[config.mk]
export PLATFORM = sky130hd
export DESIGN_NAME = dsfmt_ctrl
export DESIGN_NICKNAME = d
export VERILOG_FILES = /design/src/rtl/dsfmt_pkg.sv /design/src/rtl/dsfmt_ctrl.sv
export SDC_FILE = /design/constraint.sdc
export NUM_CORES = 1
export LEC_CHECK = 0
export BUFFER_PORTS_ARGS = -buffer_cell sky130_fd_sc_hd__buf_2
export CORE_MARGIN = 5
export CORE_UTILIZATION = 60
export CTS_BUF_LIST = sky130_fd_sc_hd__clkbuf_8
export DETAILED_ROUTE_END_ITERATION = 8
export PLACE_DENSITY = 0.87
export SLEW_MARGIN = 20
export SYNTH_ARGS = -nofsm -noshare
export SYNTH_HDL_FRONTEND = slang
export SYNTH_SLANG_ARGS = --single-unit
export TNS_END_PERCENT = 50
[constraint.sdc]
create_clock -name clk -period 4.1 [get_ports clk]
set_input_delay 0.615 -clock clk [delete_from_list [all_inputs] [get_ports clk]]
set_output_delay 0.615 -clock clk [all_outputs]
set_load 0.005 [all_outputs]
[src/rtl/dsfmt_pkg.sv]
// Shared types and constants for the dSFMT uniform generator.
// Used by dsfmt_ctrl, dsfmt_dp and dsfmt_uniform_generator_unit; no dependencies.
package dsfmt_pkg;

    localparam int NUM_PAIRS   = 191;
    localparam int LAG         = 117;
    localparam int DATA_WORDS  = 2 * NUM_PAIRS;
    localparam int TABLE_WORDS = DATA_WORDS + 2;
    localparam int SEED_STEPS  = 2 * TABLE_WORDS - 1;
    localparam int MAX_FETCH   = 64;

    localparam int ADDR_W  = 9;
    localparam int PAIR_W  = 8;
    localparam int STEP_W  = 10;
    localparam int COUNT_W = 7;
    localparam int FRAC_W  = 52;
    localparam int WORD_W  = 64;
    localparam int HALF_W  = 32;

    localparam int MIX_SHL = 19;
    localparam int MIX_SHR = 12;
    localparam int SEED_SHR = 30;

    localparam logic [WORD_W-1:0]  LOW_MASK   = 64'h000f_fafff_ffffb3f;
    localparam logic [WORD_W-1:0]  HIGH_MASK  = 64'h000f_fdff_fc90_fffd;
    localparam logic [HALF_W-1:0]  SEED_MULT  = 32'd1812433253;
    localparam logic [HALF_W-1:0]  HI_KEEP    = 32'h000f_ffff;
    localparam logic [HALF_W-1:0]  HI_EXP     = 32'h3ff0_0000;

    localparam logic [ADDR_W-1:0]  LUNG_A_ADDR = ADDR_W'(DATA_WORDS);
    localparam logic [ADDR_W-1:0]  LUNG_B_ADDR = ADDR_W'(DATA_WORDS + 1);
    localparam logic [PAIR_W-1:0]  LAST_PAIR   = PAIR_W'(NUM_PAIRS - 1);
    localparam logic [PAIR_W-1:0]  LAG_PAIR    = PAIR_W'(LAG);
    localparam logic [STEP_W-1:0]  LAST_STEP   = STEP_W'(SEED_STEPS - 1);
    localparam logic [COUNT_W-1:0] FETCH_LIMIT = COUNT_W'(MAX_FETCH);

    localparam logic KIND_FETCH   = 1'b0;
    localparam logic KIND_RESTART = 1'b1;

    typedef enum logic [3:0] {
        S_SEED,
        S_IDLE,
        S_FETCH,
        S_RG_L1,
        S_RG_START,
        S_RG_A1,
        S_RG_B,
        S_RG_B1,
        S_RG_WR,
        S_RG_LW0,
        S_RG_LW1
    } state_t;

    typedef enum logic [3:0] {
        OP_IDLE,
        OP_SEED_START,
        OP_SEED_STEP,
        OP_LUNG_RD0,
        OP_LUNG_RD1,
        OP_PAIR_START,
        OP_PAIR_RD_A1,
        OP_PAIR_RD_B,
        OP_PAIR_RD_B1,
        OP_PAIR_WR,
        OP_LUNG_WR0,
        OP_LUNG_WR1,
        OP_FETCH_RD
    } dp_op_t;

    typedef struct packed {
        dp_op_t op;
        logic   last;
    } cmd_t;

    typedef struct packed {
        logic seed_done;
        logic pair_last;
        logic need_regen;
    } sts_t;

endpackage

[src/rtl/dsfmt_ctrl.sv]
// Controller state machine for the dSFMT uniform generator.
// Depends on dsfmt_pkg; drives dsfmt_dp through cmd_t and reads sts_t.
module dsfmt_ctrl (
    input  logic                         clk,
    input  logic                         rst_n,
    input  logic                         start,
    input  logic                         kind,
    input  logic [dsfmt_pkg::COUNT_W-1:0] count,
    input  dsfmt_pkg::sts_t              sts,
    output dsfmt_pkg::cmd_t              cmd,
    output logic                         busy
);

    dsfmt_pkg::state_t           state_reg, state_next;
    logic [dsfmt_pkg::COUNT_W-1:0] left_reg, left_next;
    logic [dsfmt_pkg::COUNT_W-1:0] count_sat;

    always_ff @(posedge clk or negedge rst_n)
    begin
        if (!rst_n)
        begin
            state_reg <= dsfmt_pkg::S_SEED;
            left_reg  <= '0;
        end
        else
        begin
            state_reg <= state_next;
            left_reg  <= left_next;
        end
    end

    assign count_sat = (count > dsfmt_pkg::FETCH_LIMIT) ? dsfmt_pkg::FETCH_LIMIT : count;
    assign busy      = (state_reg != dsfmt_pkg::S_IDLE);

    always_comb
    begin
        state_next = state_reg;
        left_next  = left_reg;
        cmd.op     = dsfmt_pkg::OP_IDLE;
        cmd.last   = 1'b0;
        unique case (state_reg)
            dsfmt_pkg::S_SEED:
            begin
                cmd.op = dsfmt_pkg::OP_SEED_STEP;
                if (sts.seed_done)
                begin
                    state_next = dsfmt_pkg::S_IDLE;
                end
            end
            dsfmt_pkg::S_IDLE:
            begin
                if (start)
                begin
                    if (kind == dsfmt_pkg::KIND_RESTART)
                    begin
                        cmd.op     = dsfmt_pkg::OP_SEED_START;
                        state_next = dsfmt_pkg::S_SEED;
                    end
                    else if (count_sat != '0)
                    begin
                        left_next  = count_sat;
                        state_next = dsfmt_pkg::S_FETCH;
                    end
                end
            end
            dsfmt_pkg::S_FETCH:
            begin
                if (sts.need_regen)
                begin
                    cmd.op     = dsfmt_pkg::OP_LUNG_RD0;
                    state_next = dsfmt_pkg::S_RG_L1;
                end
                else
                begin
                    cmd.op    = dsfmt_pkg::OP_FETCH_RD;
                    cmd.last  = (left_reg == dsfmt_pkg::COUNT_W'(1));
                    left_next = left_reg - dsfmt_pkg::COUNT_W'(1);
                    if (left_reg == dsfmt_pkg::COUNT_W'(1))
                    begin
                        state_next = dsfmt_pkg::S_IDLE;
                    end
                end
            end
            dsfmt_pkg::S_RG_L1:
            begin
                cmd.op     = dsfmt_pkg::OP_LUNG_RD1;
                state_next = dsfmt_pkg::S_RG_START;
            end
            dsfmt_pkg::S_RG_START:
            begin
                cmd.op     = dsfmt_pkg::OP_PAIR_START;
                state_next = dsfmt_pkg::S_RG_A1;
            end
            dsfmt_pkg::S_RG_A1:
            begin
                cmd.op     = dsfmt_pkg::OP_PAIR_RD_A1;
                state_next = dsfmt_pkg::S_RG_B;
            end
            dsfmt_pkg::S_RG_B:
            begin
                cmd.op     = dsfmt_pkg::OP_PAIR_RD_B;
                state_next = dsfmt_pkg::S_RG_B1;
            end
            dsfmt_pkg::S_RG_B1:
            begin
                cmd.op     = dsfmt_pkg::OP_PAIR_RD_B1;
                state_next = dsfmt_pkg::S_RG_WR;
            end
            dsfmt_pkg::S_RG_WR:
            begin
                cmd.op = dsfmt_pkg::OP_PAIR_WR;
                if (sts.pair_last)
                begin
                    state_next = dsfmt_pkg::S_RG_LW0;
                end
                else
                begin
                    state_next = dsfmt_pkg::S_RG_A1;
                end
            end
            dsfmt_pkg::S_RG_LW0:
            begin
                cmd.op     = dsfmt_pkg::OP_LUNG_WR0;
                state_next = dsfmt_pkg::S_RG_LW1;
            end
            dsfmt_pkg::S_RG_LW1:
            begin
                cmd.op     = dsfmt_pkg::OP_LUNG_WR1;
                state_next = dsfmt_pkg::S_FETCH;
            end
            default:
            begin
                state_next = dsfmt_pkg::S_IDLE;
            end
        endcase
    end

endmodule

# --- After elaboration in Yosys (flattened, before gate mapping) ---
# Cells that the tools add are included.
classes:
  addsub: 1
  order_cmp: 1
  eq_ne: 19
  n_mux: 20
  reduce_logical: 5
ops:
  columns: ["operator", "count"]
  rows:
  - ["$pmux W4 S11", 2]
  - ["$mux W7", 5]
  - ["$mux W4", 8]
  - ["$eq A4 B3 Y1 const B", 4]
  - ["$pmux W7 S2", 1]
  - ["$eq A4 B4 Y1 const B", 3]
  - ["$ne A2 B2 Y1 const B", 5]
  - ["$eq A4 B2 Y1 const B", 2]
  - ["$eq A7 B1 Y1 const B", 1]
  - ["$gt A7 B7 Y1 const B", 1]
  - ["$reduce_bool A7 Y1", 1]
  - ["$sub A7 B1 Y7 const B", 1]
  - ["$ne A3 B3 Y1 const B", 2]
  - ["$reduce_and A5 Y1", 1]
  - ["$eq A4 B1 Y1 const B", 1]
  - ["$logic_not A4 Y1", 1]
  - ["$mux W1", 4]
  - ["$ne A4 B1 Y1 const B", 1]
  - ["$reduce_and A4 Y1", 1]
  - ["$reduce_bool A2 Y1", 1]
totals:
  ff_bits: 11
  in_bits: 14
  out_inout_bits: 6
  word_cells: 48

# --- Depth between registers and ports, before layout ---
# Gate-level depths: netlist of the first run.
depth:
  depth_word: 7
  ltp_mapped: 6
  mapped_depth_nobuf: 5

# --- Worst setup path after synthesis of the first run ---
# Ideal clock, no wire load.
synth_timing:
  path_type: "flip-flop to output port"
  startpoint: "register state_reg[0]"
  endpoint: "output port cmd[0] (netlist name)"
  t_arrival_ns: 1.315
  required_time_ns: 3.485
  setup_slack_ns: 2.170
  path_stages_with_launch: 5
  cell_sequence: "dfrtp_1 -> buf_6 -> or4b_1 -> buf_2 -> nor3_1"
synth_rtl:
  columns: ["item", "line_no", "rtl"]
  rows:
  - ["start, declared", "dsfmt_ctrl.sv:14", "dsfmt_pkg::state_t state_reg, state_next;"]
  - ["start signal, assigned", "dsfmt_ctrl.sv:22", "state_reg <= dsfmt_pkg::S_SEED;"]
  - ["start signal, assigned", "dsfmt_ctrl.sv:27", "state_reg <= state_next;"]
  - ["end, declared", "dsfmt_ctrl.sv:10", "output dsfmt_pkg::cmd_t cmd,"]

==> results of run 1 <==
worst max path at each step:
stage / end / from / cells after the start
global route: cmd[0] / state_reg[0] / 3
finish: cmd[0] / state_reg[0] / 3
global placement: cmd[0] / state_reg[0] / 3
floorplan: cmd[0] / state_reg[0] / 4
detailed placement: left_reg[1] / count[3] / 5
CTS: cmd[0] / state_reg[0] / 3
critical path, cell delays in order (launching register included):
cell	delay [ns]
dfrtp_1	0.56
or4b_1	0.78
nor3_1	0.20
buf_2	0.14
metal layers:
metal  part of all wire (%)  wire length [um]  vias up  track usage (%)
li1                       -                 -      464                -
met1                     45              1050      449             26.6
met2                     48              1130       47             34.1
met3                    5.8               136        6             1.83
met4                    1.9                44        0             10.3
met5                      0                 0        -                0
report_power, final:
part	leakage (nW)	internal, mW	switching (mW)	total, mW
registers	0.133	0.162	0.120	0.282
logic	0.282	0.201	0.219	0.420
clock network	0.0269	0.0659	0.0438	0.110
total	0.441	0.429	0.383	0.812
logic make-up (layout without fill, tap and decap cells):
kind of cell	Yosys count	count (layout)	synth area share, %
DFF	11	11	29.6
AOI/OAI and AO/OA	44	44	34.2
muxes	1	1	1.62
and+or+nand+nor	36	36	22.6
adders and majority gates	2	2	2.69
buffers and inverters	18	33	9.16
layout make-up:
cell class                      count  area (um2)
Sequential cell                    11         275
Inverter                           10        37.5
Fill cell                         125         448
Timing Repair Buffer               19        95.1
Multi-Input combinational cell     83         568
Tap cell                           16        20.0
Clock buffer                        3        41.3
Clock inverter                      1        3.75
cell usage in the layout (no fill, tap or decap), types with 5 or more instances in the layout:
master,netlist,routed
nand2_1,6,6
o21ai_0,5,5
nor2_1,8,8
dfrtp_1,11,11
o22ai_1,5,5
nor3_1,7,7
buf_2,2,19
a31oi_1,5,5
inv_1,10,11
a21oi_1,9,9
==> reports/results.ini, run 1 <==
[layout]
fin_nets = 144
final_cell_count_no_fill = 143
fin_area_um2 = 1040
drive_gt1_share_pct = 22.0
largest_register_ffs = 7
area_growth_pct = 12.1
final_core_util_pct = 69.9
n_antenna_cell = 0

[grt]
grt_remaining_overflow = 0
grt_usage_pct = 20.7
grt_max_degree = 19
grt_pass1_vias = 921
grt_pass1_wl_um = 4020
antenna_found_initial = 0

[clock_tree]
post_cts_buffers = 0
cts_sinks = 11
clockBufferDepth = 2
cts.clk_slew.worst_paths_ns = 0.06
cts_max_level = 1
cts_tree = done
clk_latency_ns = 0.25
cts_hold_buf = 0
cts_root_buf = clkbuf_8
cts-resized-gates = 0
cts_inserted_buffers = 3

[sta]
fin_skew_ns = 0.00978
hold_viol_final = 0
rsz0062_at_grt = no
hold_slack_ns = 0.228
setup_ws_ns = 1.55
fin_setup_tns_ns = 0
slew_headroom_pct = 43.0
period_share_pct = 62.2
setup_violations = 0
period_needed_ns = 2.55
finalMaxSlewViolations = 0
max_freq_mhz = 392
tightest_slew_ns = 0.853

[logic_synthesis]
synth-seq-area-share_pct = 29.6
syn-num-nets = 128
yosysTopAreaCell = dfrtp_1
ys_warn_count = 0
synth_top_flop_cell = dfrtp_1
syn_avg_cell_area_um2 = 8.29
synth_area_leaders = dfrtp_1 (30%), a21oi_1 (4.9%), inv_1 (4.0%), nor3_1 (3.8%), a31oi_1 (3.4%)
ys_top_cells_by_count = dfrtp_1 (11), inv_1 (10), a21oi_1 (9), nor2_1 (8), nor3_1 (7)
synthDistinctLibCells = 43
synth_top_cell_area_share_pct = 29.6
synth_edf_count = 0
synth_area_um2 = 928
synth-seq-cells = 11
syn_inst = 112
synth_most_common_cell = dfrtp_1
ys_async_sr_fraction_pct = 100

[critical_path]
r2r-start = state_reg[0]
r2r-end = left_reg[1]
critPathLaunchType = register
end_kind = output pin
ff2ff_path_depth = 4
path_max_fanout = 17
worstPathRequired_ns = 3.48
crit_type = register to output pin
worstPathArrival_ns = 1.93
regToRegSetupSlack_ns = 1.86

[power_and_ir_drop]
ir_worst_vdd_uv = 435
power.density_nw_per_um2 = 780
leakage_nw = 0.441
fin_total_pwr_mw = 0.812

[job]
max_cap_viol_count = 0

[routing]
num_vias = 966
routed_wl_um = 2360
route.detailed.drc = 0
wl_per_cell_um = 16.5
dr.first_iter.drc_count = 30
detail-route-antenna-nets = 0
first_pass_iters = 5
viasPerCell = 6.76

[worst_hold_path]
hold_class = primary input to async pin

[placed_design]
dp.cells = 139
dp_slack_ns = 1.86
place_area_um2 = 996
gp_congestion = 0.932
hpwl_um = 1690
io_buffers = 19

[die]
core_um2 = 1490
initial_core_util_pct = 62.4
die_y_um = 49.3
pin_count = 20
die_area_um2 = 2430
rows = 14
dieWidth_um = 49.3

[status]
status = completed

No activity file was read; power rests on OpenSTA's default activity.
==> run 2, diff against run 1 <==
- ABC_AREA: not set -> 1
- CORE_ASPECT_RATIO: not set -> 0.8
- CORE_UTILIZATION: 60 -> 51
- PLACE_DENSITY: 0.87 -> 0.77
- clock period: 4.1 -> 2.2 ns (I/O delays scaled with it)
==> reports/results.ini, run 2 <==
[power_and_ir_drop]
switching_share_pct = 53.1  ; was 47.1%
p_sw_mw = 0.911  ; was 0.383 mW
clockPowerShare_pct = 11.7  ; was 13.5%
ir_worst_vdd_uv = 852  ; was 435 uV
leakage_nw = 0.685  ; was 0.441 nW
power.density_nw_per_um2 = 1370  ; was 780 nW/um2
internal_power_mw = 0.804  ; was 0.429 mW
p_comb_share_pct = 64.7  ; was 51.7%
power_frac_seq_pct = 23.6  ; was 34.8%

[grt]
antenna_found_initial = 0  ; unchanged
grt_usage_pct = 18.0  ; was 20.7%
grt_remaining_overflow = 0  ; unchanged
grt_pass1_vias = 979  ; was 921
grt_pass1_wl_um = 4280  ; was 4020 um
grt_max_degree = 12  ; was 19

[critical_path]
regToRegSetupSlack_ns = 0.63  ; was 1.86 ns
crit_slowest_cell = dfrtp_1  ; was or4b_1
r2r-start = state_reg[2]  ; was state_reg[0]
end_kind = output pin  ; unchanged
crit_chain = nor2_4 -> nand3_1 -> o21ai_0 -> nor2_1 -> o31ai_1 -> buf_2  ; was or4b_1 -> nor3_1 -> buf_2
endpoint = cmd[1]  ; was cmd[0]
path_max_fanout = 9  ; was 17
worstPathArrival_ns = 1.62  ; was 1.93 ns
critPathLaunchType = register  ; unchanged
r2r-end = left_reg[6]  ; was left_reg[1]
ff2ff_path_depth = 7  ; was 4
crit_start = state_reg[2]  ; was state_reg[0]
worstPathRequired_ns = 1.87  ; was 3.48 ns
crit_type = register to output pin  ; unchanged
crit_path_max_incr_delay_ns = 0.41  ; was 0.78 ns

[clock_tree]
cts-resized-gates = 0  ; unchanged
post_cts_buffers = 0  ; unchanged
cts_sinks = 11  ; unchanged
cts_tree = done  ; unchanged
cts_inserted_buffers = 3  ; unchanged
cts_root_buf = clkbuf_8  ; unchanged
cts_hold_buf = 1  ; was 0
cts.clk_slew.worst_paths_ns = 0.05  ; was 0.06 ns
cts_max_level = 1  ; unchanged
clockBufferDepth = 2  ; unchanged
clk_latency_ns = 0.24  ; was 0.25 ns

[routing]
route.detailed.drc = 0  ; unchanged
viasPerCell = 5.52  ; was 6.76
wl_per_cell_um = 12.6  ; was 16.5 um
detail-route-antenna-nets = 0  ; unchanged
routed_wl_um = 2710  ; was 2360 um
num_vias = 1193  ; was 966
first_pass_iters = 4  ; was 5
dr.first_iter.drc_count = 64  ; was 30

[worst_hold_path]
hold_class = primary input to register  ; was primary input to async pin

[sta]
setup_violations = 0  ; unchanged
fin_setup_tns_ns = 0  ; unchanged
period_share_pct = 88.8
rsz0062_at_grt = no  ; unchanged
finalMaxSlewViolations = 0  ; unchanged
period_needed_ns = 1.95
tightest_slew_ns = 0.516  ; was 0.853 ns
hold_viol_final = 0  ; unchanged
fin_skew_ns = 0.00169  ; was 0.00978 ns
hold_slack_ns = 0.298  ; was 0.228 ns
slew_headroom_pct = 65.2  ; was 43.0%
max_freq_mhz = 512

[logic_synthesis]
synth_edf_count = 0  ; unchanged
synthDistinctLibCells = 21  ; was 43
synth_most_common_cell = nand2_1  ; was dfrtp_1
synth_top_flop_cell = dfrtp_1  ; unchanged
syn-num-nets = 184  ; was 128
synth-seq-cells = 11  ; unchanged
synth_area_leaders = dfrtp_1 (26%), nand2_1 (19%), nand3_1 (12%), nor2_1 (8.1%), inv_1 (6.3%)  ; was dfrtp_1 (30%), a21oi_1 (4.9%), inv_1 (4.0%), nor3_1 (3.8%), a31oi_1 (3.4%)
synth_top_cell_area_share_pct = 25.8  ; was 29.6%
yosysTopAreaCell = dfrtp_1  ; unchanged
synth-seq-area-share_pct = 25.8  ; was 29.6%
syn_avg_cell_area_um2 = 6.35  ; was 8.29 um2
ys_top_cells_by_count = nand2_1 (53), nand3_1 (25), nor2_1 (23), inv_1 (18), dfrtp_1 (11)  ; was dfrtp_1 (11), inv_1 (10), a21oi_1 (9), nor2_1 (8), nor3_1 (7)
synth_area_um2 = 1070  ; was 928 um2
ys_async_sr_fraction_pct = 100  ; unchanged
ys_warn_count = 0  ; unchanged
syn_inst = 168  ; was 112

[placed_design]
gp_congestion = 0.843  ; was 0.932
io_buffers = 19  ; unchanged
place_area_um2 = 1190  ; was 996 um2
hpwl_um = 2150  ; was 1690 um

[die]
core_um2 = 1940  ; was 1490 um2
die_area_um2 = 3110  ; was 2430 um2
dieWidth_um = 61.1  ; was 49.3 um
rows = 14  ; unchanged
pin_count = 20  ; unchanged
die_y_um = 50.9  ; was 49.3 um
initial_core_util_pct = 54.9  ; was 62.4%

[status]
status = completed  ; unchanged

[layout]
largest_register_ffs = 7  ; unchanged
drive_gt1_share_pct = 19.8  ; was 22.0%
area_growth_pct = 16.9  ; was 12.1%
final_common_cell = nand2_1  ; was buf_2
fin_nets = 209  ; was 144
n_antenna_cell = 0  ; unchanged
fillers = 182  ; was 125
fin_area_um2 = 1250  ; was 1040 um2
layout_common_cells = nand2_1 (53), nand3_1 (25), nor2_1 (23)  ; was buf_2 (19), inv_1 (11), dfrtp_1 (11)
final_core_util_pct = 64.2  ; was 69.9%

[job]
max_cap_viol_count = 0  ; unchanged

==> run 2: changes by cell type in the layout (fill, tap and decap cells not counted), moves of 5 or more <==
cell,delta
nor3_1,-6
nand2_1,+47
nand3_1,+24
o22ai_1,-5
inv_1,+8
a21oi_1,-9
nor2_1,+15
a31oi_1,-5
==> run 2: cell families after synthesis <==
family	Yosys count	synth area share (%)
AOI/OAI and AO/OA	14	8.56
xor gates and xnor gates	1	0.821
buffers and inverters	21	7.39
and+or+nand+nor	119	55.1
adders and majority gates	2	2.34
DFF	11	25.8
==> run 2: through the flow <==
stage	setup WS, ns	total power [mW]	cells
finish	0.247	1.72	216
global route	0.125	1.87	216
CTS	0.246	1.71	216
detailed placement	0.515	1.50	211
global placement	0.596	1.46	211
floorplan	0.774	1.22	168
==> run 2: worst min path at each step <==
stage                      start      endpoint  slack (ns)  cells past startpoint
final                     sts[1]  state_reg[2]        0.30                      2
after global routing      sts[1]  state_reg[2]        0.32                      2
after CTS                 sts[1]  state_reg[2]        0.30                      2
after detailed placement   rst_n  state_reg[3]        0.21                      1
after global placement     rst_n  state_reg[3]        0.21                      1
after floorplan            rst_n   left_reg[0]        0.03                      0
==> run 2: final cells by class <==
cell class | count | area (um2) | share of cell area (%)
Multi-Input combinational cell | 136 | 713 | 57.2
Inverter | 21 | 78.8 | 6.32
Tap cell | 24 | 30.0 | 2.41
Sequential cell | 11 | 275 | 22.1
Clock inverter | 1 | 3.75 | 0.301
Timing Repair Buffer | 20 | 105 | 8.43
Clock buffer | 3 | 41.3 | 3.31
==> run 2: layer usage <==
layer	global-route usage, %	wire length, um	share of wire [%]
met5	0	0	0
met4	3.25	15	0.55
met3	4.53	209	7.7
met2	27.3	1260	46
met1	25.8	1230	45
==> run 2: power groups by stage <==
stage,logic [mW],registers [mW],clock network [mW]
final,1.11,0.404,0.201
after floorplan,0.840,0.381,0
after global routing,1.23,0.416,0.218
after global placement,1.06,0.400,0
after CTS,1.10,0.402,0.203
after detailed placement,1.10,0.404,0
==> run 2: critical path: cells and delay by family, from the launching register on <==
family	cells	cell delay (ns)
buf+inv	1	0.14
flops	1	0.41
compound gates	2	0.23
simple gates	3	0.59
==> run 3, diff against run 2 <==
- ABC_AREA: 1 -> 0
- CORE_UTILIZATION: 51 -> 50
==> reports/results.ini, run 3 (synthesis gave the netlist of run 1 again) <==
[clock_tree]
cts.clk_slew.worst_paths_ns = 0.05  ; about the same
cts_sinks = 11  ; unchanged
clockBufferDepth = 2  ; unchanged
clk_latency_ns = 0.24  ; about the same
cts_tree = done  ; unchanged
cts_max_level = 1  ; unchanged
post_cts_buffers = 0  ; unchanged
cts_inserted_buffers = 3  ; unchanged
cts_root_buf = clkbuf_8  ; unchanged

[sta]
hold_slack_ns = 0.358  ; was 0.298 ns
fin_skew_ns = 0.00751  ; was 0.00169 ns
period_share_pct = 95.2  ; was 88.8%
hold_viol_final = 0  ; unchanged
max_freq_mhz = 477  ; was 512 MHz
finalMaxSlewViolations = 0  ; unchanged
setup_ws_ns = 0.106  ; was 0.247 ns
fin_setup_tns_ns = 0  ; unchanged
rsz0062_at_grt = no  ; unchanged
tightest_slew_ns = 0.504  ; was 0.516 ns
slew_headroom_pct = 66.1  ; was 65.2%
setup_violations = 0  ; unchanged
period_needed_ns = 2.09  ; was 1.95 ns

[layout]
fin_nets = 154  ; was 209
drive_gt1_share_pct = 27.7  ; was 19.8%
layout_common_cells = buf_2 (19), dfrtp_1 (11), inv_1 (10)  ; was nand2_1 (53), nand3_1 (25), nor2_1 (23)
area_growth_pct = 21.7  ; was 16.9%
multi_input_area_um2 = 568  ; was 713 um2
seq_area_um2 = 275  ; unchanged
n_antenna_cell = 0  ; unchanged
fillers = 186  ; was 182
largest_register_ffs = 7  ; unchanged
final_common_cell = buf_2  ; was nand2_1
fin_area_um2 = 1130  ; was 1250 um2

[critical_path]
crit_path_max_incr_delay_ns = 0.57  ; was 0.41 ns
crit_type = register to output pin  ; unchanged
crit_chain = or4b_1 -> buf_4 -> nor3_1 -> buf_2  ; was nor2_4 -> nand3_1 -> o21ai_0 -> nor2_1 -> o31ai_1 -> buf_2
critPathLaunchType = register  ; unchanged
worstPathRequired_ns = 1.87  ; about the same
crit_slowest_cell = or4b_1  ; was dfrtp_1
worstPathArrival_ns = 1.76  ; was 1.62 ns
path_max_fanout = 9  ; unchanged
end_kind = output pin  ; unchanged
ff2ff_path_depth = 5  ; was 7

[die]
initial_core_util_pct = 51.0  ; was 54.9%
core_um2 = 1820  ; was 1940 um2
dieWidth_um = 58.2  ; was 61.1 um
die_area_um2 = 2820  ; was 3110 um2
pin_count = 20  ; unchanged
rows = 14  ; unchanged
die_y_um = 48.5  ; was 50.9 um

[grt]
antenna_found_initial = 0  ; unchanged
grt_max_degree = 16  ; was 12
grt_usage_pct = 17.4  ; was 18.0%
grt_remaining_overflow = 0  ; unchanged
grt_pass1_vias = 791  ; was 979
grt_pass1_wl_um = 3800  ; was 4280 um

[status]
status = completed  ; unchanged

[placed_design]
io_buffers = 19  ; unchanged
dp_slack_ns = 0.317  ; was 0.515 ns
place_area_um2 = 1070  ; was 1190 um2
hpwl_um = 1820  ; was 2150 um
gp_congestion = 0.862  ; was 0.843

[routing]
viasPerCell = 5.79  ; was 5.52
routed_wl_um = 2350  ; was 2710 um
route.detailed.drc = 0  ; unchanged
first_pass_iters = 4  ; unchanged
wl_per_cell_um = 14.6  ; was 12.6 um
detail-route-antenna-nets = 0  ; unchanged
num_vias = 932  ; was 1193
dr.first_iter.drc_count = 35  ; was 64

[power_and_ir_drop]
fin_total_pwr_mw = 1.61  ; was 1.72 mW
power.density_nw_per_um2 = 1430  ; was 1370 nW/um2
leakage_nw = 0.490  ; was 0.685 nW
ir_worst_vdd_uv = 829  ; was 852 uV

[job]
max_cap_viol_count = 0  ; unchanged

[worst_hold_path]
hold_class = primary input to register  ; unchanged
hold_depth = 3  ; was 2

[run 3: worst paths after layout]
kind | startpoint | end | slack (ns)
worst max-delay path | state_reg[2] | cmd[0] | 0.11
worst min-delay path | sts[1] | state_reg[3] | 0.36
worst max register to register | state_reg[2] | left_reg[0] | 0.31
worst min register to register | left_reg[5] | left_reg[5] | 0.50
max in group asynchronous | rst_n | state_reg[3] | 1.50
min in group asynchronous | rst_n | left_reg[6] | 0.48
[run 3: through the flow]
| step | util, % | cells |
|---|---|---|
| floorplan | - | 112 |
| global placement | 58.9 | 156 |
| detailed placement | 58.9 | 156 |
| CTS | 62.0 | 161 |
| global route | 62.0 | 161 |
| finish | 62.0 | 161 |
[run 3: repair_timing]
item / CTS / global route
hold buffers: 1 / 0
gates resized for setup: 0 / 0
endpoints found under the hold margin: 11 / 0
[run 3: area by class of cell]
type                    count  area share [%]
inverters                  10            3.32
repair buffers             29            15.3
clock buffers               3            3.65
flip-flops and latches     11            24.4
clock inverters             1           0.443
well taps                  24            2.66
multi-input cells          83            50.3
[run 3: critical path: cells and delay by family (launching register included)]
| kind | cells | cell delay [ns] |
|---|---|---|
| buf+inv | 2 | 0.33 |
| flops | 1 | 0.47 |
| simple gates | 2 | 0.72 |
[run 3: report_power, final]
part	internal, mW	switching (mW)	leakage [nW]	total, mW
clock network	0.124	0.0763	0.0255	0.201
logic	0.455	0.528	0.331	0.983
registers	0.305	0.122	0.133	0.427
[run 3: metal layers]
layer,vias to the layer above,share of wire (%),GRT usage [%]
li1,483,-,-
met4,0,0.43,3.47
met5,-,0,0
met1,430,52,27.1
met3,2,3.5,5.59
met2,17,44,22.7
